## config.mk

```make
export PLATFORM = sky130hd
export DESIGN_NAME = sector_lease_lock_table_core_flat
export DESIGN_NICKNAME = d
export VERILOG_FILES = /design/src/rtl/sllt_pkg.sv /design/src/rtl/sllt_if.sv /design/src/rtl/sllt_entry_ram.sv /design/src/rtl/sllt_ctrl.sv /design/src/rtl/sector_lease_lock_table_core.sv /design/src/flat_wrapper.sv
export SDC_FILE = /design/constraint.sdc
export NUM_CORES = 2
export LEC_CHECK = 0
export BUFFER_PORTS_ARGS = -buffer_cell sky130_fd_sc_hd__buf_2
export CAP_MARGIN = 20
export CORE_MARGIN = 2
export CORE_UTILIZATION = 65
export CTS_CLUSTER_DIAMETER = 40
export CTS_CLUSTER_SIZE = 14
export DETAILED_ROUTE_END_ITERATION = 10
export PLACE_DENSITY = 0.82
export SLEW_MARGIN = 15
export SYNTH_ARGS = -nofsm -noshare
export SYNTH_HDL_FRONTEND = slang
export SYNTH_HIERARCHICAL = 1
export SYNTH_SLANG_ARGS = --single-unit
```

## constraint.sdc

```tcl
create_clock -name i_clk -period 18.1 [get_ports i_clk]
set_clock_uncertainty 0.15 [all_clocks]
set_input_delay 0 -clock i_clk [delete_from_list [all_inputs] [get_ports i_clk]]
set_output_delay 0 -clock i_clk [all_outputs]
set_load 0.02 [all_outputs]
```

## src/rtl/sllt_pkg.sv

```systemverilog
// Types, constants and codes of the sector lease lock table.
package sllt_pkg;

    localparam int TABLE_ENTRIES = 16;
    localparam int TE_IW         = (TABLE_ENTRIES > 1) ? $clog2(TABLE_ENTRIES) : 1;
    localparam int TE_CW         = $clog2(TABLE_ENTRIES + 1);

    localparam logic [15:0] AGE_SAT       = 16'hFFFF;
    localparam logic [15:0] MAX_AGE_RESET = 16'd30;

    typedef enum logic [2:0] {
        REQ_ACQUIRE = 3'd0,
        REQ_RELEASE = 3'd1,
        REQ_DIRTY   = 3'd2,
        REQ_BUMP    = 3'd3,
        REQ_QUERY   = 3'd4,
        REQ_TICK    = 3'd5,
        REQ_SWEEP   = 3'd6,
        REQ_CLEAR   = 3'd7
    } t_req_type;

    typedef enum logic [1:0] {
        STAT_OK     = 2'd0,
        STAT_LOCKED = 2'd1,
        STAT_FULL   = 2'd2
    } t_status;

    typedef enum logic [1:0] {
        S_IDLE,
        S_SCAN,
        S_UPDATE,
        S_RESP
    } t_state;

    typedef struct packed {
        t_req_type   req_type;
        logic [15:0] client_id;
        logic [15:0] sector_x;
        logic [15:0] sector_y;
    } t_req;

    typedef struct packed {
        logic [15:0] sector_x;
        logic [15:0] sector_y;
        logic [15:0] owner;
        logic        dirty;
        logic [31:0] version;
        logic [15:0] age;
    } t_entry;

    typedef struct packed {
        logic             en;
        logic [TE_IW-1:0] addr;
    } t_mem_rd;

    typedef struct packed {
        logic             en;
        logic [TE_IW-1:0] addr;
        t_entry           data;
    } t_mem_wr;

    typedef struct packed {
        logic        granted;
        logic [15:0] owner;
        logic        holds_lock;
        logic        dirty;
        logic [31:0] version;
        t_status     status;
    } t_result;

endpackage

```

## src/rtl/sllt_if.sv

```systemverilog
// Handshake channels of the lock table: requests, results and configuration.
interface sllt_req_if;
    logic        valid;
    logic        ready;
    logic [2:0]  req_type;
    logic [15:0] client_id;
    logic [15:0] sector_x;
    logic [15:0] sector_y;

    modport source (output valid, req_type, client_id, sector_x, sector_y, input ready);
    modport sink   (input valid, req_type, client_id, sector_x, sector_y, output ready);
endinterface

interface sllt_rsp_if;
    logic        valid;
    logic        ready;
    logic        granted;
    logic [15:0] owner;
    logic        holds_lock;
    logic        dirty;
    logic [31:0] version;
    logic [1:0]  status;

    modport source (output valid, granted, owner, holds_lock, dirty, version, status,
                    input ready);
    modport sink   (input valid, granted, owner, holds_lock, dirty, version, status,
                    output ready);
endinterface

interface sllt_cfg_if;
    logic        valid;
    logic        ready;
    logic [15:0] data;

    modport source (output valid, data, input ready);
    modport sink   (input valid, data, output ready);
endinterface

```

## src/rtl/sllt_entry_ram.sv

```systemverilog
// Entry storage of the lock table: one write port, one registered read port.
module sllt_entry_ram (
    input  logic            i_clk,
    input  sllt_pkg::t_mem_rd i_rd,
    input  sllt_pkg::t_mem_wr i_wr,
    output sllt_pkg::t_entry  o_rd_data
);
    import sllt_pkg::*;

    t_entry r_mem [TABLE_ENTRIES];
    t_entry r_rd_data;

    always_ff @(posedge i_clk) begin
        if (i_wr.en) begin
            r_mem[i_wr.addr] <= i_wr.data;
        end
        if (i_rd.en) begin
            r_rd_data <= r_mem[i_rd.addr];
        end
    end

    assign o_rd_data = r_rd_data;

endmodule

```

## src/rtl/sllt_ctrl.sv

```systemverilog
// Sequencer of the lock table: entry scan, read-modify-write and valid bits.
module sllt_ctrl (
    input  logic              i_clk,
    input  logic              i_rst_n,
    input  logic              i_req_vld,
    input  sllt_pkg::t_req    i_req,
    output logic              o_req_rdy,
    input  logic [15:0]       i_max_age,
    output sllt_pkg::t_mem_rd o_rd,
    input  sllt_pkg::t_entry  i_rd_data,
    output sllt_pkg::t_mem_wr o_wr,
    input  logic              i_out_free,
    output logic              o_res_vld,
    output sllt_pkg::t_result o_res
);
    import sllt_pkg::*;

    t_state             r_state, n_state;
    t_req               r_req;
    logic [TE_CW-1:0]   r_rd_cnt;
    logic               r_chk_vld;
    logic [TE_IW-1:0]   r_chk_idx;
    logic               r_hit;
    logic [TE_IW-1:0]   r_hit_idx;
    t_entry             r_ent;
    logic               r_free_fnd;
    logic [TE_IW-1:0]   r_free_idx;
    logic [TABLE_ENTRIES-1:0] r_valid;
    t_result            r_res;

    logic    accept;
    logic    is_find;
    logic    key_hit;
    logic    last_chk;
    logic    scan_done;
    logic    own_match;
    t_entry  new_ent;
    t_entry  rep_ent;
    logic    rep;
    logic    upd_granted;
    t_status upd_status;
    logic    set_vld;
    logic    clr_vld;
    t_mem_wr upd_wr;
    t_result upd_res;
    t_result start_res;

    assign accept   = (r_state == S_IDLE) && i_req_vld;
    assign is_find  = (r_req.req_type != REQ_TICK) && (r_req.req_type != REQ_SWEEP);
    assign key_hit  = r_chk_vld && r_valid[r_chk_idx]
                      && (i_rd_data.sector_x == r_req.sector_x)
                      && (i_rd_data.sector_y == r_req.sector_y);
    assign last_chk = r_chk_vld && (r_chk_idx == TE_IW'(TABLE_ENTRIES - 1));
    assign scan_done = last_chk || (is_find && key_hit);

    // Next state.
    always_comb begin
        n_state = r_state;
        unique case (r_state)
            S_IDLE: begin
                if (i_req_vld) begin
                    n_state = (i_req.req_type == REQ_CLEAR) ? S_RESP : S_SCAN;
                end
            end
            S_SCAN: begin
                if (scan_done) begin
                    n_state = is_find ? S_UPDATE : S_RESP;
                end
            end
            S_UPDATE: n_state = S_RESP;
            S_RESP: begin
                if (i_out_free) begin
                    n_state = S_IDLE;
                end
            end
        endcase
    end

    // The read pointer runs one entry ahead of the compare, so the scan
    // covers one entry per cycle.
    always_comb begin
        o_req_rdy = (r_state == S_IDLE);
        o_res_vld = (r_state == S_RESP) && i_out_free;
        o_res     = r_res;
        o_rd.en   = (r_state == S_SCAN) && (r_rd_cnt != TE_CW'(TABLE_ENTRIES));
        o_rd.addr = r_rd_cnt[TE_IW-1:0];
    end

    // Tick, sweep and clear answer with granted set and every other field zero.
    always_comb begin
        start_res         = '0;
        start_res.granted = 1'b1;
    end

    // Result and write-back of the lookup operations.
    always_comb begin
        own_match = (r_ent.owner == r_req.client_id);

        new_ent          = '0;
        new_ent.sector_x = r_req.sector_x;
        new_ent.sector_y = r_req.sector_y;
        new_ent.owner    = (r_req.req_type == REQ_ACQUIRE) ? r_req.client_id : 16'd0;
        new_ent.version  = 32'd1;

        upd_wr      = '0;
        upd_wr.addr = r_hit_idx;
        upd_wr.data = r_ent;
        rep         = 1'b0;
        rep_ent     = r_ent;
        upd_granted = 1'b0;
        upd_status  = STAT_OK;
        set_vld     = 1'b0;
        clr_vld     = 1'b0;

        unique case (r_req.req_type)
            REQ_ACQUIRE, REQ_BUMP: begin
                if (r_hit) begin
                    if (r_req.req_type == REQ_BUMP) begin
                        upd_wr.en           = 1'b1;
                        upd_wr.data.version = r_ent.version + 32'd1;
                        rep_ent             = upd_wr.data;
                        rep                 = 1'b1;
                        upd_granted         = 1'b1;
                    end else if (own_match) begin
                        upd_wr.en       = 1'b1;
                        upd_wr.data.age = 16'd0;
                        rep             = 1'b1;
                        upd_granted     = 1'b1;
                    end else begin
                        rep        = 1'b1;
                        upd_status = STAT_LOCKED;
                    end
                end else if (r_free_fnd) begin
                    upd_wr.en   = 1'b1;
                    upd_wr.addr = r_free_idx;
                    upd_wr.data = new_ent;
                    set_vld     = 1'b1;
                    rep         = 1'b1;
                    rep_ent     = new_ent;
                    upd_granted = 1'b1;
                end else begin
                    upd_status = STAT_FULL;
                end
            end
            REQ_RELEASE: begin
                if (r_hit) begin
                    if (own_match) begin
                        clr_vld     = 1'b1;
                        upd_granted = 1'b1;
                    end else begin
                        rep        = 1'b1;
                        upd_status = STAT_LOCKED;
                    end
                end
            end
            REQ_DIRTY: begin
                if (r_hit) begin
                    upd_wr.en         = 1'b1;
                    upd_wr.data.dirty = 1'b1;
                    rep_ent           = upd_wr.data;
                    rep               = 1'b1;
                    upd_granted       = 1'b1;
                end
            end
            REQ_QUERY: begin
                rep         = r_hit;
                upd_granted = r_hit;
            end
            REQ_TICK, REQ_SWEEP, REQ_CLEAR: begin
                rep = 1'b0;
            end
        endcase

        upd_res.granted    = upd_granted;
        upd_res.owner      = rep ? rep_ent.owner : 16'd0;
        upd_res.holds_lock = rep && (rep_ent.owner == r_req.client_id);
        upd_res.dirty      = rep && rep_ent.dirty;
        upd_res.version    = rep ? rep_ent.version : 32'd0;
        upd_res.status     = upd_status;
    end

    // Write port: tick ages the entry under compare, lookups write in the
    // update cycle. The scan reads the next entry while writing the current
    // one, and the next request reads only after the update is done.
    always_comb begin
        o_wr = '0;
        if (r_state == S_UPDATE) begin
            o_wr = upd_wr;
        end else if ((r_state == S_SCAN) && (r_req.req_type == REQ_TICK)) begin
            o_wr.en       = r_chk_vld && r_valid[r_chk_idx] && (i_rd_data.age != AGE_SAT);
            o_wr.addr     = r_chk_idx;
            o_wr.data     = i_rd_data;
            o_wr.data.age = i_rd_data.age + 16'd1;
        end
    end

    always_ff @(posedge i_clk) begin
        if (!i_rst_n) begin
            r_state    <= S_IDLE;
            r_rd_cnt   <= '0;
            r_chk_vld  <= 1'b0;
            r_hit      <= 1'b0;
            r_free_fnd <= 1'b0;
            r_valid    <= '0;
        end else begin
            r_state <= n_state;
            if (accept) begin
                r_rd_cnt   <= '0;
                r_chk_vld  <= 1'b0;
                r_hit      <= 1'b0;
                r_free_fnd <= 1'b0;
                if (i_req.req_type == REQ_CLEAR) begin
                    r_valid <= '0;
                end
            end
            if (r_state == S_SCAN) begin
                r_chk_vld <= o_rd.en;
                if (o_rd.en) begin
                    r_rd_cnt <= r_rd_cnt + TE_CW'(1);
                end
                if (is_find && key_hit) begin
                    r_hit <= 1'b1;
                end
                if (r_chk_vld && !r_valid[r_chk_idx] && !r_free_fnd) begin
                    r_free_fnd <= 1'b1;
                end
                if ((r_req.req_type == REQ_SWEEP) && r_chk_vld && r_valid[r_chk_idx]
                        && (i_rd_data.age > i_max_age)) begin
                    r_valid[r_chk_idx] <= 1'b0;
                end
            end
            if (r_state == S_UPDATE) begin
                if (set_vld) begin
                    r_valid[r_free_idx] <= 1'b1;
                end
                if (clr_vld) begin
                    r_valid[r_hit_idx] <= 1'b0;
                end
            end
        end
    end

    always_ff @(posedge i_clk) begin
        if (accept) begin
            r_req <= i_req;
            r_res <= start_res;
        end
        if (r_state == S_SCAN) begin
            r_chk_idx <= o_rd.addr;
            if (key_hit) begin
                r_hit_idx <= r_chk_idx;
                r_ent     <= i_rd_data;
            end
            if (r_chk_vld && !r_valid[r_chk_idx] && !r_free_fnd) begin
                r_free_idx <= r_chk_idx;
            end
        end
        if (r_state == S_UPDATE) begin
            r_res <= upd_res;
        end
    end

endmodule

```

## src/rtl/sector_lease_lock_table_core.sv

```systemverilog
// Top level of the sector lease lock table.
//
//  channel  | dir | handshake      | carries
//  ---------+-----+----------------+---------------------------------------------
//  i_req    | in  | valid / ready  | req_type, client_id, sector_x, sector_y
//  o_rsp    | out | valid / ready  | granted, owner, holds_lock, dirty, version,
//           |     |                | status
//  i_cfg    | in  | valid / ready  | max_age (ready is always high)
//
// A lookup scans the entries in order; it ends early when the key is hit.
// Tick and sweep walk every entry; clear goes straight to the result.
// The entry memory's single read port, one entry per cycle, paces the scan.
// Synchronous reset empties the table and sets max_age to 30.
// A stalled result sits in the output register while the next request runs.
module sector_lease_lock_table_core (
    input  logic        i_clk,
    input  logic        i_rst_n,
    sllt_req_if.sink    i_req,
    sllt_rsp_if.source  o_rsp,
    sllt_cfg_if.sink    i_cfg
);
    import sllt_pkg::*;

    logic [15:0] r_max_age;
    logic        r_out_vld;
    t_result     r_out;

    t_req    req;
    logic    out_free;
    logic    res_vld;
    t_result res;
    t_mem_rd mem_rd;
    t_mem_wr mem_wr;
    t_entry  mem_q;
    logic    req_rdy;

    assign req.req_type  = t_req_type'(i_req.req_type);
    assign req.client_id = i_req.client_id;
    assign req.sector_x  = i_req.sector_x;
    assign req.sector_y  = i_req.sector_y;
    assign i_req.ready   = req_rdy;

    assign out_free = !r_out_vld || o_rsp.ready;

    sllt_ctrl u_ctrl (
        .i_clk      (i_clk),
        .i_rst_n    (i_rst_n),
        .i_req_vld  (i_req.valid),
        .i_req      (req),
        .o_req_rdy  (req_rdy),
        .i_max_age  (r_max_age),
        .o_rd       (mem_rd),
        .i_rd_data  (mem_q),
        .o_wr       (mem_wr),
        .i_out_free (out_free),
        .o_res_vld  (res_vld),
        .o_res      (res)
    );

    sllt_entry_ram u_ram (
        .i_clk     (i_clk),
        .i_rd      (mem_rd),
        .i_wr      (mem_wr),
        .o_rd_data (mem_q)
    );

    assign i_cfg.ready = 1'b1;

    always_ff @(posedge i_clk) begin
        if (!i_rst_n) begin
            r_max_age <= MAX_AGE_RESET;
            r_out_vld <= 1'b0;
        end else begin
            if (i_cfg.valid) begin
                r_max_age <= i_cfg.data;
            end
            if (res_vld) begin
                r_out_vld <= 1'b1;
            end else if (o_rsp.ready) begin
                r_out_vld <= 1'b0;
            end
        end
    end

    always_ff @(posedge i_clk) begin
        if (res_vld) begin
            r_out <= res;
        end
    end

    assign o_rsp.valid      = r_out_vld;
    assign o_rsp.granted    = r_out.granted;
    assign o_rsp.owner      = r_out.owner;
    assign o_rsp.holds_lock = r_out.holds_lock;
    assign o_rsp.dirty      = r_out.dirty;
    assign o_rsp.version    = r_out.version;
    assign o_rsp.status     = r_out.status;

endmodule

```

## src/flat_wrapper.sv

```systemverilog
// flat-port wrapper written by rule: the top's interface ports become plain ports
module sector_lease_lock_table_core_flat import sllt_pkg::*;
  (i_clk, i_rst_n, i_req_valid, i_req_req_type, i_req_client_id, i_req_sector_x, i_req_sector_y, i_req_ready, o_rsp_valid, o_rsp_granted, o_rsp_owner, o_rsp_holds_lock, o_rsp_dirty, o_rsp_version, o_rsp_status, o_rsp_ready, i_cfg_valid, i_cfg_data, i_cfg_ready);
  sllt_req_if i_req_i ();
  sllt_rsp_if o_rsp_i ();
  sllt_cfg_if i_cfg_i ();
  input  logic i_clk;
  input  logic i_rst_n;
  input wire logic [$bits(i_req_i.valid)-1:0] i_req_valid;
  input wire logic [$bits(i_req_i.req_type)-1:0] i_req_req_type;
  input wire logic [$bits(i_req_i.client_id)-1:0] i_req_client_id;
  input wire logic [$bits(i_req_i.sector_x)-1:0] i_req_sector_x;
  input wire logic [$bits(i_req_i.sector_y)-1:0] i_req_sector_y;
  output wire logic [$bits(i_req_i.ready)-1:0] i_req_ready;
  output wire logic [$bits(o_rsp_i.valid)-1:0] o_rsp_valid;
  output wire logic [$bits(o_rsp_i.granted)-1:0] o_rsp_granted;
  output wire logic [$bits(o_rsp_i.owner)-1:0] o_rsp_owner;
  output wire logic [$bits(o_rsp_i.holds_lock)-1:0] o_rsp_holds_lock;
  output wire logic [$bits(o_rsp_i.dirty)-1:0] o_rsp_dirty;
  output wire logic [$bits(o_rsp_i.version)-1:0] o_rsp_version;
  output wire logic [$bits(o_rsp_i.status)-1:0] o_rsp_status;
  input wire logic [$bits(o_rsp_i.ready)-1:0] o_rsp_ready;
  input wire logic [$bits(i_cfg_i.valid)-1:0] i_cfg_valid;
  input wire logic [$bits(i_cfg_i.data)-1:0] i_cfg_data;
  output wire logic [$bits(i_cfg_i.ready)-1:0] i_cfg_ready;
  assign i_req_i.valid = i_req_valid;
  assign i_req_i.req_type = i_req_req_type;
  assign i_req_i.client_id = i_req_client_id;
  assign i_req_i.sector_x = i_req_sector_x;
  assign i_req_i.sector_y = i_req_sector_y;
  assign i_req_ready = i_req_i.ready;
  assign o_rsp_valid = o_rsp_i.valid;
  assign o_rsp_granted = o_rsp_i.granted;
  assign o_rsp_owner = o_rsp_i.owner;
  assign o_rsp_holds_lock = o_rsp_i.holds_lock;
  assign o_rsp_dirty = o_rsp_i.dirty;
  assign o_rsp_version = o_rsp_i.version;
  assign o_rsp_status = o_rsp_i.status;
  assign o_rsp_i.ready = o_rsp_ready;
  assign i_cfg_i.valid = i_cfg_valid;
  assign i_cfg_i.data = i_cfg_data;
  assign i_cfg_ready = i_cfg_i.ready;
  sector_lease_lock_table_core u_core (.i_clk(i_clk), .i_rst_n(i_rst_n), .i_req(i_req_i), .o_rsp(o_rsp_i), .i_cfg(i_cfg_i));
endmodule
```

**After elaboration in Yosys (flattened, before gate mapping)**

Memory sizes are Yosys's and may differ from the RTL's. A register that Yosys moved wholly into a read port is not among the register bits.
Index checks and enable logic that the tools add are counted.

- Memory bits (writable): 1552
- Logic and storage cells: 192
- Input bits: 72
- Output and inout port bits: 56
- Register bits: 309
- Memories: 1

Memory list:

| memory | words | bits a word | rd ports | clocked after Yosys merged registers in | write ports | RTL line | RTL |
|---|---|---|---|---|---|---|---|
| u_core.u_ram.r_mem | 16 | 97 | 1 | 1 | 1 | sllt_entry_ram.sv:10 | `t_entry r_mem [TABLE_ENTRIES];` |

- Equality and inequality tests: 23
- Multiplexer cells: 84
- Bitwise logic cells: 5
- Order comparisons: 7
- $add $sub $neg: 3
- Reductions and logical operators: 36

Operator list:

| operator | number |
|---|---|
| 102-bit 2-to-1 mux | 3 |
| 16-bit 2-to-1 mux | 15 |
| 53-bit 2-to-1 mux | 3 |
| 48-bit 2-to-1 mux | 3 |
| 65-bit 2-to-1 mux | 2 |
| 65-bit case mux with 2 select lines | 1 |
| 16-bit == test | 4 |
| 32-bit 2-to-1 mux | 2 |
| 52-bit 2-to-1 mux | 1 |
| 49-bit 2-to-1 mux | 1 |
| 1-bit 2-to-1 mux | 33 |
| 32-bit by 1-bit adder with 32-bit output, second input constant | 1 |
| 16-bit bitwise AND | 2 |
| 16-bit inverter | 2 |
| 1-bit logical AND | 21 |
| 16-bit by 1-bit adder with 16-bit output, second input constant | 1 |
| 16-bit > comparator | 1 |
| 16-bit != test, second input constant | 1 |
| 16-bit bitwise OR | 1 |
| 3-bit == test, second input constant | 5 |
| 4-bit by 5-bit < comparator with 1-bit output, second input constant | 3 |
| 5-bit 2-to-1 mux | 3 |
| 2-bit 2-to-1 mux | 7 |
| 1-bit demux with 4-bit select | 3 |
| other kinds (25) | 39 |

**Longest topological paths before layout**

- Word-level depth: 16
- Gate-level depth with buffers: 10
- Gate-level depth less buffers: 9

**By module**

The synthesis kept the hierarchy.

By module, submodules not included:

| module | area each (µm²) | seq. area each (µm²) | cells each | times used |
|---|---|---|---|---|
| sllt_entry_ram | 60840.9 | 49517.5 | 2484 | 1 |
| sllt_ctrl | 12769.7 | 6916.6 | 1189 | 1 |
| sector_lease_lock_table_core | 2245.9 | 1931.9 | 110 | 1 |

**Worst setup path before layout**

Ideal clock, no wire load.

- Path kind: register -> register
- Start: register u_core/u_ctrl/r_req[50] (netlist name)
- End: memory u_core/u_ram/r_mem[0][0] (netlist name), enable pin
- Cell stages (with the launch flop): 10
- Clock period less this slack: 9.798 ns
- Library setup time: 0.671 ns
- Arrival time: 8.976 ns
- Path buffers: 3
- Slack: 8.302 ns
- Data required time: 17.279 ns
- Cells stage by stage: edfxtp_1 -> clkbuf_1 -> nor3b_1 -> nand2_1 -> clkbuf_1 -> clkbuf_1 -> mux2i_1 -> o21ai_0 -> or3b_2 -> nor3_1

RTL lines:

| item | RTL line | RTL |
|---|---|---|
| start, declared | sllt_ctrl.sv:19 | `t_req r_req;` |
| start signal, assigned | sllt_ctrl.sv:245 | `r_req <= i_req;` |
| end, declared | sllt_entry_ram.sv:10 |  |

==> results by stage <==
Outcome:
- The flow ran to the end, and the final reports show no timing, DRC or antenna violations.

Detailed routing:
- The via count of the routed design is 42.6k.
- The vias per cell is ~7.3.
- The routed design has 198 mm of wire.
- For this run, design rule violations remaining after detail routing come to 0.
- In this run the remaining antenna-violating nets after routing total 0.
- The first routing iteration left 7040 violations.
- The mean routed wirelength per cell is 34.0 µm.
- The first detailed-routing pass took 7 iterations.

Floorplanning:
- The die covers approximately 120000 µm².
- The standard-cell row count is about 130.
- In this run the count of I/O pins placed on the die edge is around 130.
- The initial core utilization is 0.655.
- The y dimension of the die is 346 µm.
- The floorplan core area is between 100000 and 150000 µm².
- From left edge to right edge, the die measures 346 µm.

Global route:
- For met1 alone, demand over resource in global routing was 0.445.
- After global routing, the most crowded layer is met2.
- The number of global-route vias before repair is 43.4k.
- The global route total overflow is 0.
- The wire length of the first global-routing pass is 290 mm.
- In the global route stage, overall resource usage came out at 0.333.
- The met2 demand-to-capacity share in global routing is 0.539.
- The initial antenna violation count is 4.
- Entering global routing, the biggest net connects 124 pins.
- For this run, global-route usage on met3 was measured as 0.0693.

Place:
- Summed over all nets, the half-perimeter wirelength after detailed placement is approximately 97 mm.
- Before CTS, the worst setup slack after placement is around 12000 ps.
- The cell area after placement is 78400 µm².
- Routability-driven placement finished with a final weighted congestion of 0.879.
- The number of input and output port buffers inserted is 126.

Synth:
- Counting every instance in the synthesized netlist gives 3783.
- The average size of a mapped cell is around 20 µm².
- The register bit count reported by yosys is 1958.
- When the netlist entered floorplanning its net count stood at 3879.
- In this run, distinct cell masters in the synthesized netlist total 62.
- The synthesized design contains 1915 enable-type register cells.
- The share of the Yosys chip area taken by registers is 0.769.
- The main flop type after synthesis is edfxtp_1.
- Yosys printed 6 warnings.
- After synthesis, the share of flip-flops with an asynchronous set or reset is 0.
- The area of the mapped netlist is 75900 µm².

Clock tree:
- The insertion delay to the later sink of the worst-skew pair is 810 ps.
- The number of buffers between clock root and the deepest sink is 3.
- The clock-pin slew on the worst setup and hold paths is 60 ps.
- The H-tree level count is 4.
- The root buffer cell is clkbuf_16.
- TritonCTS built the clock tree.
- Buffers inserted to repair hold after CTS numbered 171.
- The number of buffers created by CTS is roughly 190.
- The number of clock sinks seen by CTS is 1958.
- In this run, post-CTS repair resized a total of 0 instances.
- After clock tree synthesis, the setup repair step added 0 buffers.

Setup path:
- The data arrival at the endpoint of the critical path is 6230 ps.
- The worst setup path is launched from a flip-flop.
- The number of buffers and inverters on the critical path is 2.
- The cell family contributing the most delay on the critical path is simple AND/OR/NAND/NOR gates.
- The maximum fanout count along the critical path is 39.
- For the worst setup path, the data required time is 18390 ps.
- The worst setup path is captured at a flip-flop.
- The most frequent cell on the critical path is buf_4.
- The worst setup path is of the reg -> reg kind.
- On the worst path, the slowest cell contributes a delay of between 1000 and 1500 ps.
- The critical path goes through nor2b_4 > a2111oi_4 > nand4_1 > or3_1 > a31oi_1 > a32o_1 > nand3b_1 > nor2_4 > buf_4 > buf_4.
- The highest-delay cell along the critical path is nor2_4.

Timing:
- The number of max-slew violations in the final report is 0.
- The worst slew margin relative to its limit is 0.193.
- Setup violations remaining at the end of the flow were counted as 0.
- Setup repair after global routing left no endpoint under its margin.
- The smallest clock period supported by the final layout is computed as 5940 ps.
- The total negative slack is 0 ps.
- For this run, the top clock speed supported by timing is 168 MHz.
- The final critical-path setup slack is between 10000 and 15000 ps.
- The final number of hold-violating endpoints is 0.
- The transition time at the pin with the least slew margin is 1210 ps.
- Dividing the final minimum period by the clock period gives 0.328.

Flow run:
- The number of max-capacitance violations reported is 0.

Finish:
- The filler cell count is between 5k and 6k.
- The number of antenna diodes is 0.
- In the final layout, the share of cells above drive strength 1 is 0.223.
- Summing all non-filler instances in the final layout gives an area of 86600 µm².
- The area growth from synthesis to layout is 14.2%.
- The number of nets in the final layout is 4276.

Worst hold path:
- In this run the worst hold path is classified as in -> reg.

Power:
- In this run the power density over the cells is 126 nW/µm².
- The worst voltage drop across the vdd grid is 0.122 mV.
- The leakage power total is 0.0276 µW.
logic make-up (layout without fill, tap and decap cells):
logic type / count (synthesis) / after routing / share of synthesized area
flops: 1958 / 1958 / 0.769
simple gates: 582 / 582 / 0.0370
mux: 467 / 467 / 0.126
compound gates: 441 / 441 / 0.0415
buf+inv: 252 / 787 / 0.0154
xor+xnor: 58 / 58 / 0.00670
fa+ha+maj: 24 / 24 / 0.00396
other cells: 1 / 1 / 0.0000494
power by group:
group | switching [µW] | leakage, µW | internal, µW
Clock | 1770 | 0.00308 | 2320
Sequential | 167 | 0.0180 | 5300
Combinational | 757 | 0.00658 | 568
Total | 2700 | 0.0276 | 8190
per-layer routing:
layer	routed length, µm	vias to the layer above
li1	-	16400
met2	97500	4032
met4	9940	0
met5	0	-
met1	67100	21500
met3	23800	724
placed cells by master (no fill, tap or decap), types with 14 or more instances in the layout:
cell / instances
a22o_1: 60
dlygate4sd3_1: 171
bufinv_16: 25
nand3_1: 57
a21oi_1: 24
buf_2: 126
inv_1: 46
o21ai_0: 89
nand2_1: 252
ha_1: 23
clkinv_2: 19
clkinv_1: 20
mux4_2: 390
inv_6: 16
clkbuf_16: 192
nand4_1: 33
nor3_1: 34
dfxtp_1: 41
nor2_4: 15
buf_4: 104
mux2i_1: 77
clkbuf_1: 24
xnor2_1: 46
a22oi_1: 197
edfxtp_1: 1915
nor2b_1: 59
nor2_1: 43
clkinvlp_4: 14
sequential cells by signal, summed over array words and instances, names as in the netlist, 2 cells and up:
register / cells
u_core/u_ctrl/r_valid: 16
u_core/u_ctrl/o_res: 53
u_core/u_ctrl/r_free_idx: 4
u_core/o_rsp.status: 2
u_core/r_max_age: 16
u_core/u_ctrl/r_req: 19
u_core/u_ram/o_rd_data: 97
u_core/u_ctrl/r_state: 2
u_core/u_ctrl/r_chk_idx: 4
u_core/u_ctrl/r_ent: 97
u_core/u_ram/r_mem: 1552
u_core/o_rsp.owner: 16
u_core/u_ctrl/r_rd_cnt: 5
u_core/u_ctrl/r_hit_idx: 4
u_core/u_ctrl/new_ent: 32
u_core/o_rsp.version: 32
cells in the mapped netlist (13+ instances only):
cell type | instances | area [µm²]
edfxtp_1 | 1915 | 57500
mux4_2 | 390 | 8780
nand2_1 | 254 | 953
a22oi_1 | 197 | 1480
clkbuf_1 | 104 | 390
o21ai_0 | 92 | 460
mux2i_1 | 77 | 771
nor2b_1 | 61 | 382
a22o_1 | 60 | 526
nor2_1 | 58 | 218
nand3_1 | 57 | 285
inv_1 | 49 | 184
xnor2_1 | 46 | 403
dfxtp_1 | 43 | 861
nor3_1 | 39 | 195
buf_4 | 33 | 248
nand4_1 | 33 | 206
buf_2 | 32 | 160
buf_1 | 27 | 101
a21oi_1 | 24 | 120
ha_1 | 24 | 300
nor4_1 | 13 | 81.3
cell type report:
cell class                 count  area [µm²]  area share
sequential                  1958       58400       0.674
multi-input combinational   1573       16500       0.191
clock buffer                 216        4890      0.0565
timing repair buffer         407        3230      0.0373
tap                         1524        1910      0.0220
clock inverter               115        1520      0.0175
inverter                      49         189     0.00218
worst reg2reg max path, stage by stage (launching register included):
cell	delay (ps)
edfxtp_1	440
nor2b_4	170
a2111oi_4	380
nand4_1	190
or3_1	700
a31oi_1	380
a32o_1	240
nand3b_1	320
nor2_4	1040
buf_4	790
buf_4	690
through the flow:
stage	hold slack, ps	total power (µW)	cells	utilization
6_report	216	10900	5842	0.747
5_1_grt	253	11200	5842	0.747
4_1_cts	152	10900	5838	0.747
3_5_place_dp	28.1	6790	5336	0.677
3_3_place_gp	26.9	6740	5336	0.677
2_1_floorplan	-51.1	6430	3783	-
worst paths after layout:
kind / startpoint / endpoint / slack, ps / cells past startpoint
setup / recovery: u_core/u_ctrl/r_req[45] / u_core/u_ram/r_mem[10][63] / 12160 / 10
hold / removal: i_req_valid / u_core/u_ctrl/r_state[0] / 220 / 5
setup reg to reg: u_core/u_ctrl/r_req[45] / u_core/u_ram/r_mem[10][63] / 12160 / 10
hold reg to reg: u_core/u_ctrl/o_res[36] / u_core/o_rsp.owner[0] / 260 / 0
(Power assumes the default switching activity.)
